--- src/design/cdl_pkg.sv ---
package cdl_pkg;

  localparam int RateW    = 17;
  localparam int RandW    = 16;
  localparam int GenW     = 28;
  localparam int OutCntW  = 5;
  localparam int PaddrW   = 4;
  localparam int PdataW   = 32;
  localparam int NumSpecies = 3;

  localparam logic [RateW-1:0] RATE_RESET = 17'h10000;

  // Register indexes (byte address 4*i)
  localparam logic [1:0] REG_DEATH_A = 2'd0;
  localparam logic [1:0] REG_DEATH_B = 2'd1;
  localparam logic [1:0] REG_DEATH_C = 2'd2;

  typedef enum logic {
    FUNC_LOAD = 1'b0,
    FUNC_STEP = 1'b1
  } func_e;

  typedef enum logic [1:0] {
    SP_A     = 2'd0,
    SP_B     = 2'd1,
    SP_C     = 2'd2,
    SP_EMPTY = 2'd3
  } species_e;

  typedef struct packed {
    func_e                func;
    logic [3:0]           site;
    species_e             species_in;
    logic                 direction;
    logic [RandW-1:0]     rand_fraction;
  } cdl_item_t;

  // Site write request from the rule logic
  typedef struct packed {
    logic     en;
    logic     at_nb;
    species_e code;
  } cdl_wr_t;

  // a eats b, b eats c, c eats a
  function automatic species_e prey_of(input species_e s);
    species_e p;
    case (s)
      SP_A:    p = SP_B;
      SP_B:    p = SP_C;
      SP_C:    p = SP_A;
      default: p = SP_EMPTY;
    endcase
    return p;
  endfunction

  function automatic species_e predator_of(input species_e s);
    species_e p;
    case (s)
      SP_A:    p = SP_C;
      SP_B:    p = SP_A;
      SP_C:    p = SP_B;
      default: p = SP_EMPTY;
    endcase
    return p;
  endfunction

endpackage

--- src/design/cyclic_dominance_lattice_step_core.sv ---
// Rock-paper-scissors ring lattice: one load or interaction step per
// transaction, one result per transaction, in order. The block takes a new
// transaction every cycle while the output side keeps up; the input stalls only
// while the input register holds a transaction and the result register is held.
// A result lands in the output register as its transaction leaves the input
// register: the lattice store reads the two sites into a registered read port
// at the accepting edge, and the rule logic updates counts and lattice as the
// result is registered (a same-edge write is forwarded into the read). Only the
// sites a 4-bit site field can reach are stored; all read as empty after reset
// with no clearing pass. The user must write death rates over the APB port at
// byte addresses 0, 4 and 8 only while the block is idle (not enforced).
module cyclic_dominance_lattice_step_core #(
  parameter int LATTICE_SIZE = 16
) (
  input  logic                            clk_i,
  input  logic                            rst_ni,
  // input channel
  input  logic                            in_valid_i,
  output logic                            in_stall_o,
  input  logic                            func_i,
  input  logic [3:0]                      site_i,
  input  logic [1:0]                      species_in_i,
  input  logic                            direction_i,
  input  logic [cdl_pkg::RandW-1:0]       rand_fraction_i,
  // output channel
  output logic                            out_valid_o,
  input  logic                            out_stall_i,
  output logic                            site_changed_o,
  output logic [cdl_pkg::OutCntW-1:0]     count_a_o,
  output logic [cdl_pkg::OutCntW-1:0]     count_b_o,
  output logic [cdl_pkg::OutCntW-1:0]     count_c_o,
  output logic                            fixated_o,
  output logic [cdl_pkg::GenW-1:0]        generation_o,
  // configuration
  input  logic                            psel,
  input  logic                            penable,
  input  logic                            pwrite,
  input  logic [cdl_pkg::PaddrW-1:0]      paddr,
  input  logic [cdl_pkg::PdataW-1:0]      pwdata,
  output logic [cdl_pkg::PdataW-1:0]      prdata,
  output logic                            pready
);

  localparam int AddrW = $clog2(LATTICE_SIZE);
  localparam int CntW  = $clog2(LATTICE_SIZE + 1);
  localparam logic [AddrW-1:0] LastAddr = AddrW'(LATTICE_SIZE - 1);
  localparam logic [CntW-1:0]  FullCnt  = CntW'(LATTICE_SIZE);

  // ---------------- configuration ----------------
  logic [2:0][cdl_pkg::RateW-1:0] rate_q;
  logic                           cfg_wr;
  logic [1:0]                     reg_idx;

  assign pready  = 1'b1;
  assign cfg_wr  = psel && penable && pwrite && pready;
  assign reg_idx = paddr[3:2];

  always_ff @(posedge clk_i or negedge rst_ni) begin
    if (!rst_ni) begin
      rate_q <= {3{cdl_pkg::RATE_RESET}};
    end else if (cfg_wr) begin
      case (reg_idx)
        cdl_pkg::REG_DEATH_A: rate_q[0] <= pwdata[cdl_pkg::RateW-1:0];
        cdl_pkg::REG_DEATH_B: rate_q[1] <= pwdata[cdl_pkg::RateW-1:0];
        cdl_pkg::REG_DEATH_C: rate_q[2] <= pwdata[cdl_pkg::RateW-1:0];
        default: ;
      endcase
    end
  end

  always_comb begin
    case (reg_idx)
      cdl_pkg::REG_DEATH_A: prdata = cdl_pkg::PdataW'(rate_q[0]);
      cdl_pkg::REG_DEATH_B: prdata = cdl_pkg::PdataW'(rate_q[1]);
      cdl_pkg::REG_DEATH_C: prdata = cdl_pkg::PdataW'(rate_q[2]);
      default:              prdata = '0;
    endcase
  end

  // ---------------- handshake ----------------
  logic s1_vld_q, out_vld_q;
  logic in_acc, out_free, s1_fire;

  assign out_free   = !out_vld_q || !out_stall_i;
  assign s1_fire    = s1_vld_q && out_free;
  assign in_stall_o = s1_vld_q && !out_free;
  assign in_acc     = in_valid_i && !in_stall_o;

  always_ff @(posedge clk_i or negedge rst_ni) begin
    if (!rst_ni) begin
      s1_vld_q  <= 1'b0;
      out_vld_q <= 1'b0;
    end else begin
      if (in_acc) begin
        s1_vld_q <= 1'b1;
      end else if (s1_fire) begin
        s1_vld_q <= 1'b0;
      end
      if (s1_fire) begin
        out_vld_q <= 1'b1;
      end else if (out_free) begin
        out_vld_q <= 1'b0;
      end
    end
  end

  // ---------------- input register ----------------
  cdl_pkg::cdl_item_t s1_item_q;
  logic [AddrW-1:0]   site_l, nb_l, s1_site_q, s1_nb_q;
  logic               in_range, s1_in_range_q;

  assign in_range = 32'(site_i) < LATTICE_SIZE;
  assign site_l   = AddrW'(site_i);

  always_comb begin
    if (direction_i == 1'b0) begin
      nb_l = (site_l == LastAddr) ? '0 : site_l + AddrW'(1);
    end else begin
      nb_l = (site_l == '0) ? LastAddr : site_l - AddrW'(1);
    end
  end

  always_ff @(posedge clk_i) begin
    if (in_acc) begin
      s1_item_q     <= '{func:          cdl_pkg::func_e'(func_i),
                         site:          site_i,
                         species_in:    cdl_pkg::species_e'(species_in_i),
                         direction:     direction_i,
                         rand_fraction: rand_fraction_i};
      s1_site_q     <= site_l;
      s1_nb_q       <= nb_l;
      s1_in_range_q <= in_range;
    end
  end

  // ---------------- lattice store ----------------
  cdl_pkg::species_e site_code, nb_code;
  cdl_pkg::cdl_wr_t  wr;
  logic              st_wr_en;
  logic [AddrW-1:0]  st_wr_addr;

  assign st_wr_en   = s1_fire && wr.en;
  assign st_wr_addr = wr.at_nb ? s1_nb_q : s1_site_q;

  cdl_site_store #(.LATTICE_SIZE(LATTICE_SIZE)) u_store (
    .clk_i          (clk_i),
    .rst_ni         (rst_ni),
    .rd_en_i        (in_acc),
    .rd_site_addr_i (site_l),
    .rd_nb_addr_i   (nb_l),
    .rd_site_data_o (site_code),
    .rd_nb_data_o   (nb_code),
    .wr_en_i        (st_wr_en),
    .wr_addr_i      (st_wr_addr),
    .wr_data_i      (wr.code)
  );

  // ---------------- rules and counts ----------------
  logic [2:0][CntW-1:0] cnt_q, cnt_d;
  logic                 fix_d;

  cdl_rules #(.LATTICE_SIZE(LATTICE_SIZE)) u_rules (
    .func_i          (s1_item_q.func),
    .in_range_i      (s1_in_range_q),
    .species_in_i    (s1_item_q.species_in),
    .rand_fraction_i (s1_item_q.rand_fraction),
    .site_code_i     (site_code),
    .nb_code_i       (nb_code),
    .cnt_i           (cnt_q),
    .rate_i          (rate_q),
    .wr_o            (wr),
    .cnt_o           (cnt_d)
  );

  assign fix_d = (cnt_d[0] == FullCnt) || (cnt_d[1] == FullCnt) || (cnt_d[2] == FullCnt);

  always_ff @(posedge clk_i or negedge rst_ni) begin
    if (!rst_ni) begin
      cnt_q <= '0;
    end else if (s1_fire) begin
      cnt_q <= cnt_d;
    end
  end

  logic [cdl_pkg::GenW-1:0] gen_next;

  cdl_gen_ctr #(.LATTICE_SIZE(LATTICE_SIZE)) u_gen (
    .clk_i      (clk_i),
    .rst_ni     (rst_ni),
    .inc_i      (s1_fire && s1_item_q.func == cdl_pkg::FUNC_STEP),
    .gen_next_o (gen_next)
  );

  // ---------------- result register ----------------
  logic                     res_changed_q, res_fix_q;
  logic [2:0][CntW-1:0]     res_cnt_q;
  logic [cdl_pkg::GenW-1:0] res_gen_q;

  always_ff @(posedge clk_i) begin
    if (s1_fire) begin
      res_changed_q <= wr.en;
      res_cnt_q     <= cnt_d;
      res_fix_q     <= fix_d;
      res_gen_q     <= gen_next;
    end
  end

  assign out_valid_o    = out_vld_q;
  assign site_changed_o = res_changed_q;
  assign count_a_o      = cdl_pkg::OutCntW'(res_cnt_q[0]);
  assign count_b_o      = cdl_pkg::OutCntW'(res_cnt_q[1]);
  assign count_c_o      = cdl_pkg::OutCntW'(res_cnt_q[2]);
  assign fixated_o      = res_fix_q;
  assign generation_o   = res_gen_q;

  // ---------------- assertions ----------------
  a_stall_only_when_full: assert property (@(posedge clk_i) disable iff (!rst_ni)
    !s1_vld_q |-> !in_stall_o)
    else $error("input stalled with empty input register");

  a_population_bound: assert property (@(posedge clk_i) disable iff (!rst_ni)
    ((CntW+2)'(cnt_q[0]) + (CntW+2)'(cnt_q[1]) + (CntW+2)'(cnt_q[2]))
      <= (CntW+2)'(LATTICE_SIZE))
    else $error("species counts exceed lattice size");

  a_fixation_matches_counts: assert property (@(posedge clk_i) disable iff (!rst_ni)
    out_vld_q && res_fix_q |->
      (res_cnt_q[0] == FullCnt) || (res_cnt_q[1] == FullCnt) || (res_cnt_q[2] == FullCnt))
    else $error("fixation flag without a full species count");

endmodule

--- src/design/cdl_site_store.sv ---
module cdl_site_store #(
  parameter int LATTICE_SIZE = 16,
  localparam int AddrW = $clog2(LATTICE_SIZE)
) (
  input  logic                clk_i,
  input  logic                rst_ni,
  input  logic                rd_en_i,
  input  logic [AddrW-1:0]    rd_site_addr_i,
  input  logic [AddrW-1:0]    rd_nb_addr_i,
  output cdl_pkg::species_e   rd_site_data_o,
  output cdl_pkg::species_e   rd_nb_data_o,
  input  logic                wr_en_i,
  input  logic [AddrW-1:0]    wr_addr_i,
  input  cdl_pkg::species_e   wr_data_i
);

  // Only sites 0..16 and the last site can ever be addressed from a 4-bit site
  // field, so large rings keep just those; the rest stay empty for good.
  localparam int DirectSites = 17;
  localparam int PhysDepth   = (LATTICE_SIZE <= DirectSites + 1) ? LATTICE_SIZE
                                                                  : DirectSites + 1;
  localparam int PhysW       = $clog2(PhysDepth);
  localparam int FarSlot     = DirectSites;

  cdl_pkg::species_e site_mem [PhysDepth];
  logic [PhysDepth-1:0] vld_q;
  cdl_pkg::species_e rd_site_q, rd_nb_q;
  logic [PhysW-1:0] wr_p, rd_site_p, rd_nb_p;

  function automatic logic [PhysW-1:0] phys_idx(input logic [AddrW-1:0] a);
    logic [PhysW-1:0] p;
    if (LATTICE_SIZE <= DirectSites + 1) begin
      p = (32'(a) < LATTICE_SIZE) ? PhysW'(a) : '0;
    end else begin
      p = (32'(a) < DirectSites) ? PhysW'(a) : PhysW'(FarSlot);
    end
    return p;
  endfunction

  assign wr_p      = phys_idx(wr_addr_i);
  assign rd_site_p = phys_idx(rd_site_addr_i);
  assign rd_nb_p   = phys_idx(rd_nb_addr_i);

  always_ff @(posedge clk_i or negedge rst_ni) begin
    if (!rst_ni) begin
      vld_q <= '0;
    end else if (wr_en_i) begin
      vld_q[wr_p] <= 1'b1;
    end
  end

  // Forward a write landing on the same edge as the read
  always_ff @(posedge clk_i) begin
    if (wr_en_i) begin
      site_mem[wr_p] <= wr_data_i;
    end
    if (rd_en_i) begin
      if (wr_en_i && wr_addr_i == rd_site_addr_i) begin
        rd_site_q <= wr_data_i;
      end else begin
        rd_site_q <= vld_q[rd_site_p] ? site_mem[rd_site_p] : cdl_pkg::SP_EMPTY;
      end
      if (wr_en_i && wr_addr_i == rd_nb_addr_i) begin
        rd_nb_q <= wr_data_i;
      end else begin
        rd_nb_q <= vld_q[rd_nb_p] ? site_mem[rd_nb_p] : cdl_pkg::SP_EMPTY;
      end
    end
  end

  assign rd_site_data_o = rd_site_q;
  assign rd_nb_data_o   = rd_nb_q;

endmodule

--- src/design/cdl_rules.sv ---
module cdl_rules #(
  parameter int LATTICE_SIZE = 16,
  localparam int CntW = $clog2(LATTICE_SIZE + 1)
) (
  input  cdl_pkg::func_e                      func_i,
  input  logic                                in_range_i,
  input  cdl_pkg::species_e                   species_in_i,
  input  logic [cdl_pkg::RandW-1:0]           rand_fraction_i,
  input  cdl_pkg::species_e                   site_code_i,
  input  cdl_pkg::species_e                   nb_code_i,
  input  logic [2:0][CntW-1:0]                cnt_i,
  input  logic [2:0][cdl_pkg::RateW-1:0]      rate_i,
  output cdl_pkg::cdl_wr_t                    wr_o,
  output logic [2:0][CntW-1:0]                cnt_o
);

  logic [3:0]                     nz;
  logic [3:0][cdl_pkg::RateW-1:0] rate_x;
  logic [cdl_pkg::RateW-1:0]      rnd_x;
  cdl_pkg::species_e              old_code;
  logic                           dec, inc;

  always_comb begin
    nz     = {1'b0, cnt_i[2] != '0, cnt_i[1] != '0, cnt_i[0] != '0};
    rate_x = {{cdl_pkg::RateW{1'b0}}, rate_i[2], rate_i[1], rate_i[0]};
    rnd_x  = {1'b0, rand_fraction_i};

    wr_o = '{en: 1'b0, at_nb: 1'b0, code: cdl_pkg::SP_EMPTY};
    if (func_i == cdl_pkg::FUNC_LOAD) begin
      if (in_range_i && species_in_i != site_code_i) begin
        wr_o = '{en: 1'b1, at_nb: 1'b0, code: species_in_i};
      end
    end else if (in_range_i && site_code_i != cdl_pkg::SP_EMPTY) begin
      if (nb_code_i == cdl_pkg::prey_of(site_code_i)) begin
        // neighbor is eaten
        if (nz[nb_code_i] && rnd_x <= rate_x[nb_code_i]) begin
          wr_o = '{en: 1'b1, at_nb: 1'b1, code: site_code_i};
        end
      end else if (nb_code_i == cdl_pkg::predator_of(site_code_i)) begin
        // chosen site is eaten
        if (nz[site_code_i] && rnd_x <= rate_x[site_code_i]) begin
          wr_o = '{en: 1'b1, at_nb: 1'b0, code: nb_code_i};
        end
      end
    end

    old_code = wr_o.at_nb ? nb_code_i : site_code_i;
    for (int i = 0; i < cdl_pkg::NumSpecies; i++) begin
      dec = wr_o.en && old_code == cdl_pkg::species_e'(2'(i)) && cnt_i[i] != '0;
      inc = wr_o.en && wr_o.code == cdl_pkg::species_e'(2'(i));
      cnt_o[i] = cnt_i[i] - CntW'(dec) + CntW'(inc);
    end
  end

endmodule

--- src/design/cdl_gen_ctr.sv ---
module cdl_gen_ctr #(
  parameter int LATTICE_SIZE = 16
) (
  input  logic                        clk_i,
  input  logic                        rst_ni,
  input  logic                        inc_i,
  output logic [cdl_pkg::GenW-1:0]    gen_next_o
);

  localparam int RemW = $clog2(LATTICE_SIZE);
  localparam logic [RemW-1:0] RemLast = RemW'(LATTICE_SIZE - 1);

  logic [31:0]              round_q, round_d;
  logic [RemW-1:0]          rem_q, rem_d;
  logic [cdl_pkg::GenW-1:0] quo_q, quo_d;

  always_comb begin
    round_d = round_q;
    rem_d   = rem_q;
    quo_d   = quo_q;
    if (inc_i) begin
      round_d = round_q + 32'd1;
      if (round_q == '1) begin
        // round counter wraps: quotient restarts from zero
        rem_d = '0;
        quo_d = '0;
      end else if (rem_q == RemLast) begin
        rem_d = '0;
        quo_d = quo_q + 1'b1;
      end else begin
        rem_d = rem_q + 1'b1;
      end
    end
  end

  always_ff @(posedge clk_i or negedge rst_ni) begin
    if (!rst_ni) begin
      round_q <= '0;
      rem_q   <= '0;
      quo_q   <= '0;
    end else begin
      round_q <= round_d;
      rem_q   <= rem_d;
      quo_q   <= quo_d;
    end
  end

  assign gen_next_o = quo_d;

endmodule
--- config.mk ---
export PLATFORM = sky130hd
export DESIGN_NAME = cyclic_dominance_lattice_step_core
export DESIGN_NICKNAME = d
export VERILOG_FILES = /design/src/design/cdl_pkg.sv /design/src/design/cyclic_dominance_lattice_step_core.sv /design/src/design/cdl_site_store.sv /design/src/design/cdl_rules.sv /design/src/design/cdl_gen_ctr.sv
export SDC_FILE = /design/constraint.sdc
export NUM_CORES = 1
export LEC_CHECK = 0
export BUFFER_PORTS_ARGS = -buffer_cell sky130_fd_sc_hd__buf_2
export CAP_MARGIN = 5
export CORE_MARGIN = 3
export CORE_UTILIZATION = 40
export DETAILED_ROUTE_END_ITERATION = 16
export GPL_TIMING_DRIVEN = 0
export PLACE_DENSITY = 0.68
export SYNTH_ARGS = -nofsm -noshare
export SYNTH_HDL_FRONTEND = slang
export SYNTH_SLANG_ARGS = --single-unit
--- constraint.sdc ---
create_clock -name clk_i -period 5.43 [get_ports clk_i]
set_clock_uncertainty 0.1 [all_clocks]
set_input_delay 1.086 -clock clk_i [delete_from_list [all_inputs] [get_ports clk_i]]
set_output_delay 1.086 -clock clk_i [all_outputs]
set_load 0.02 [all_outputs]
==> out/metrics.cfg <==
[synth]
synth_top_family_by_area = simple AND/OR/NAND/NOR gates
async_flop_share = 0.578
seq_area_frac_synth = 0.508
synth_edf_count = 108
synth_cell_types = 76
synth.avg_cell_area_um2 = 11.5
ys_warn_count = 0
synth_xor_area_frac = 0.0505
netlist_area_um2 = 13700
synthAdderAreaFrac = 0.0575
synthCells = 1190
synthSimpleGateAreaFrac = 0.135
synth_compound_area_frac = 0.0747
synthFlopType = dfrtp_1
ys_ff_latch = 256
synthMuxAreaShare = 0.135

[clocking]
path_clk_slew_ns = 0.06
root_buffer = clkbuf_16
cts_buffers = 28
htreeDepth = 1
hold_buffers = 0
cts_tree = built
cts_sinks = 256
clk_latency_ns = 0.54
cts_max_path_buffers = 3

[sta]
tightest_slew_ns = 0.892
relSlewSlack = 0.397
clock.fmax_ghz = 0.193
fin_ws_ns = 0.242
setup_viol = 0
finalCritPeriodShare = 0.956
fin_crit_ns = 5.19
drv_slew = 0
hold_viol = 0

[die]
initial_core_util = 0.407
dieArea_um2 = 36400
fp.coreArea_um2 = 33600
die_y_um = 191
row_count = 67
num_io_pins = 147
dieWidth_um = 191

[route]
drt-wirelength-per-cell_um = 17.5
drc_errors = 0
via_count = 9724
via_per_inst = 5.28
drt-total-wl_mm = 32.2
drt.antenna.violating_nets = 0
drtIter0Drc = 749
dr.pass1.iters = 5

[global_route]
grt-ovfl-total = 0
grt_pass1_wl_mm = 51.2
grt_usage = 0.174
antenna_found_initial = 0
grt_pass1_vias = 9536
grt_max_degree = 89

[worst_setup_path]
critical_path.max_fanout = 5
start_kind = flip-flop
regToRegStartpoint = u_store.rd_site_data_o[1]$_DFFE_PP_
worstPathRequired_ns = 5.71
reg2reg_slack_ns = 0.24
r2r_end = fixated_o$_DFFE_PP_
path_class = reg2reg
worstSetupEndpointType = flip-flop
ff2ff_path_depth = 23
critPathArrivalTime_ns = 5.47

[status]
outcome = complete, no violations

[layout]
nNetsFinal = 1500
mostFrequentLayoutCells = dfrtp_1 (145), buf_2 (125), nand2_1 (108), edfxtp_1 (108), nor2_1 (98)
n_antenna_cell = 0
drive_above_1_share = 0.260
final_common_cell = dfrtp_1
area_growth_pct = 19.0
fillers = 2942

[run]
maxCapViolCount = 0

[hold_path]
min_to = u_gen.round_q[23]$_DFFE_PN0P_
hold_path.class = reg2reg
hold_start = u_gen.round_q[23]$_DFFE_PN0P_
whs_path_depth = 1

[place]
io_buffers = 113
place_congestion = 0.880
pre_cts_ws_ns = -1.14
hpwl_mm = 23.5

[power]
max-vdd-ir-drop_v = 0.000297
powerDensity_nw_per_um2 = 398
p_leak_nw = 7.01
finalPower_mw = 6.48

## stage by stage
stage / area, um^2 / TNS, ns / utilization / instances / hold slack, ns
3_5_place_dp: 14900 / -14.78 / 0.444 / 1768 / 0.357
5_1_grt: 16300 / -0.0210 / 0.484 / 1842 / 0.398
3_3_place_gp: 14900 / -12.72 / 0.442 / 1765 / 0.349
2_1_floorplan: 13700 / 0 / - / 1204 / 0.334
4_1_cts: 16000 / 0 / 0.477 / 1824 / 0.371
6_report: 16300 / 0 / 0.484 / 1842 / 0.367
## Yosys cell counts, types with 4 or more instances
cell      number  area (um^2)
a211oi_1      11         82.6
a21o_1         5         37.5
a21oi_1       58          290
and2_1         6         37.5
and3_1         7         43.8
and4_1         6         52.6
buf_1         10         37.5
buf_2         11         55.1
buf_4         22          165
clkbuf_1      15         56.3
dfrtp_1      145         3630
edfxtp_1     108         3240
ha_1          58          726
inv_1         50          188
mux2_2        52          586
mux2i_1       61          611
mux4_2        28          631
nand2_1      109          409
nand2b_1       6         37.5
nand3_1       39          195
nand3b_1       4         30.0
nand4_1       20          125
nor2_1       101          379
nor2b_1       10         62.6
nor3_1        24          120
nor3b_1        6         45.0
nor4_1         5         31.3
o211ai_1       4         30.0
o21ai_0       40          200
o31ai_1        4         30.0
or2_1          5         31.3
or2_2         11         68.8
or3_1          8         50.1
xnor2_1       49          429
xor2_1        28          245
## sequential cells by signal (all words and copies together) (netlist names), 5 cells and up
signal            count
cnt_q                15
count_a_o             5
count_b_o             5
count_c_o             5
generation_o         28
rate_q               51
s1_item_q            19
u_gen.quo_q          28
u_gen.round_q        32
u_store.site_mem     32
u_store.vld_q        16
## cell type report
class | instances | area, um^2 | area share
plain buffers | 59 | 385 | 0.0237
clock buffers | 36 | 782 | 0.0480
clock inverters | 16 | 235 | 0.0144
inverters | 50 | 188 | 0.0115
multi-input cells | 837 | 6370 | 0.392
flip-flops and latches | 256 | 6950 | 0.427
well taps | 448 | 561 | 0.0344
repair buffers | 140 | 805 | 0.0494
## worst max-delay path, stage by stage (launching register included)
cell and delay (ns):
edfxtp_1 0.46, buf_6 0.18, buf_4 0.13, buf_4 0.12, mux2i_1 0.11, nor2_1 0.12
a21oi_2 0.06, ha_1 0.29, nand4_1 0.10, or3_4 0.39, a31o_2 0.23, and4_4 0.19
o31ai_4 0.32, nand2_2 0.14, a21oi_2 0.15, and3b_1 0.19, ha_2 0.26, inv_1 0.06
ha_2 0.17, inv_1 0.05, fa_1 0.47, inv_1 0.06, or4_1 0.48, o211ai_1 0.18
## worst max-delay path by stage
stage | startpoint | end | slack (ns)
3_5_place_dp | u_store.rd_site_data_o[1]$_DFFE_PP_ | fixated_o$_DFFE_PP_ | -1.14
6_report | u_store.rd_site_data_o[1]$_DFFE_PP_ | fixated_o$_DFFE_PP_ | 0.24
2_1_floorplan | u_store.rd_site_data_o[1]$_DFFE_PP_ | fixated_o$_DFFE_PP_ | 0.07
3_3_place_gp | u_store.rd_site_data_o[1]$_DFFE_PP_ | fixated_o$_DFFE_PP_ | -1.02
4_1_cts | u_store.rd_site_data_o[1]$_DFFE_PP_ | fixated_o$_DFFE_PP_ | 0.01
5_1_grt | u_store.rd_site_data_o[1]$_DFFE_PP_ | fixated_o$_DFFE_PP_ | -0.02
## kinds of logic after synthesis
family	after synthesis
compound gates	160
xor+xnor	78
fa+ha+maj	61
buf+inv	111
flops	256
mux	142
other cells	2
simple gates	380
## layer usage
layer  track usage  routed length, um
met1         0.247              14500
met2         0.289              15500
met3        0.0242               1540
met4        0.0356                636
met5             0                  0
## report_power, final
group | internal [mW] | switching [mW] | total, mW
clock network | 1.30 | 0.769 | 2.07
logic | 0.777 | 0.988 | 1.76
registers | 2.38 | 0.258 | 2.64
## repair_timing
action / in CTS / in global routing
endpoints found under the setup margin: 29 / 7
setup buffers: 6 / 17
pin swaps: 1 / 18
gates resized for setup: 18 / 34
No activity file was read; power rests on OpenSTA's default activity.
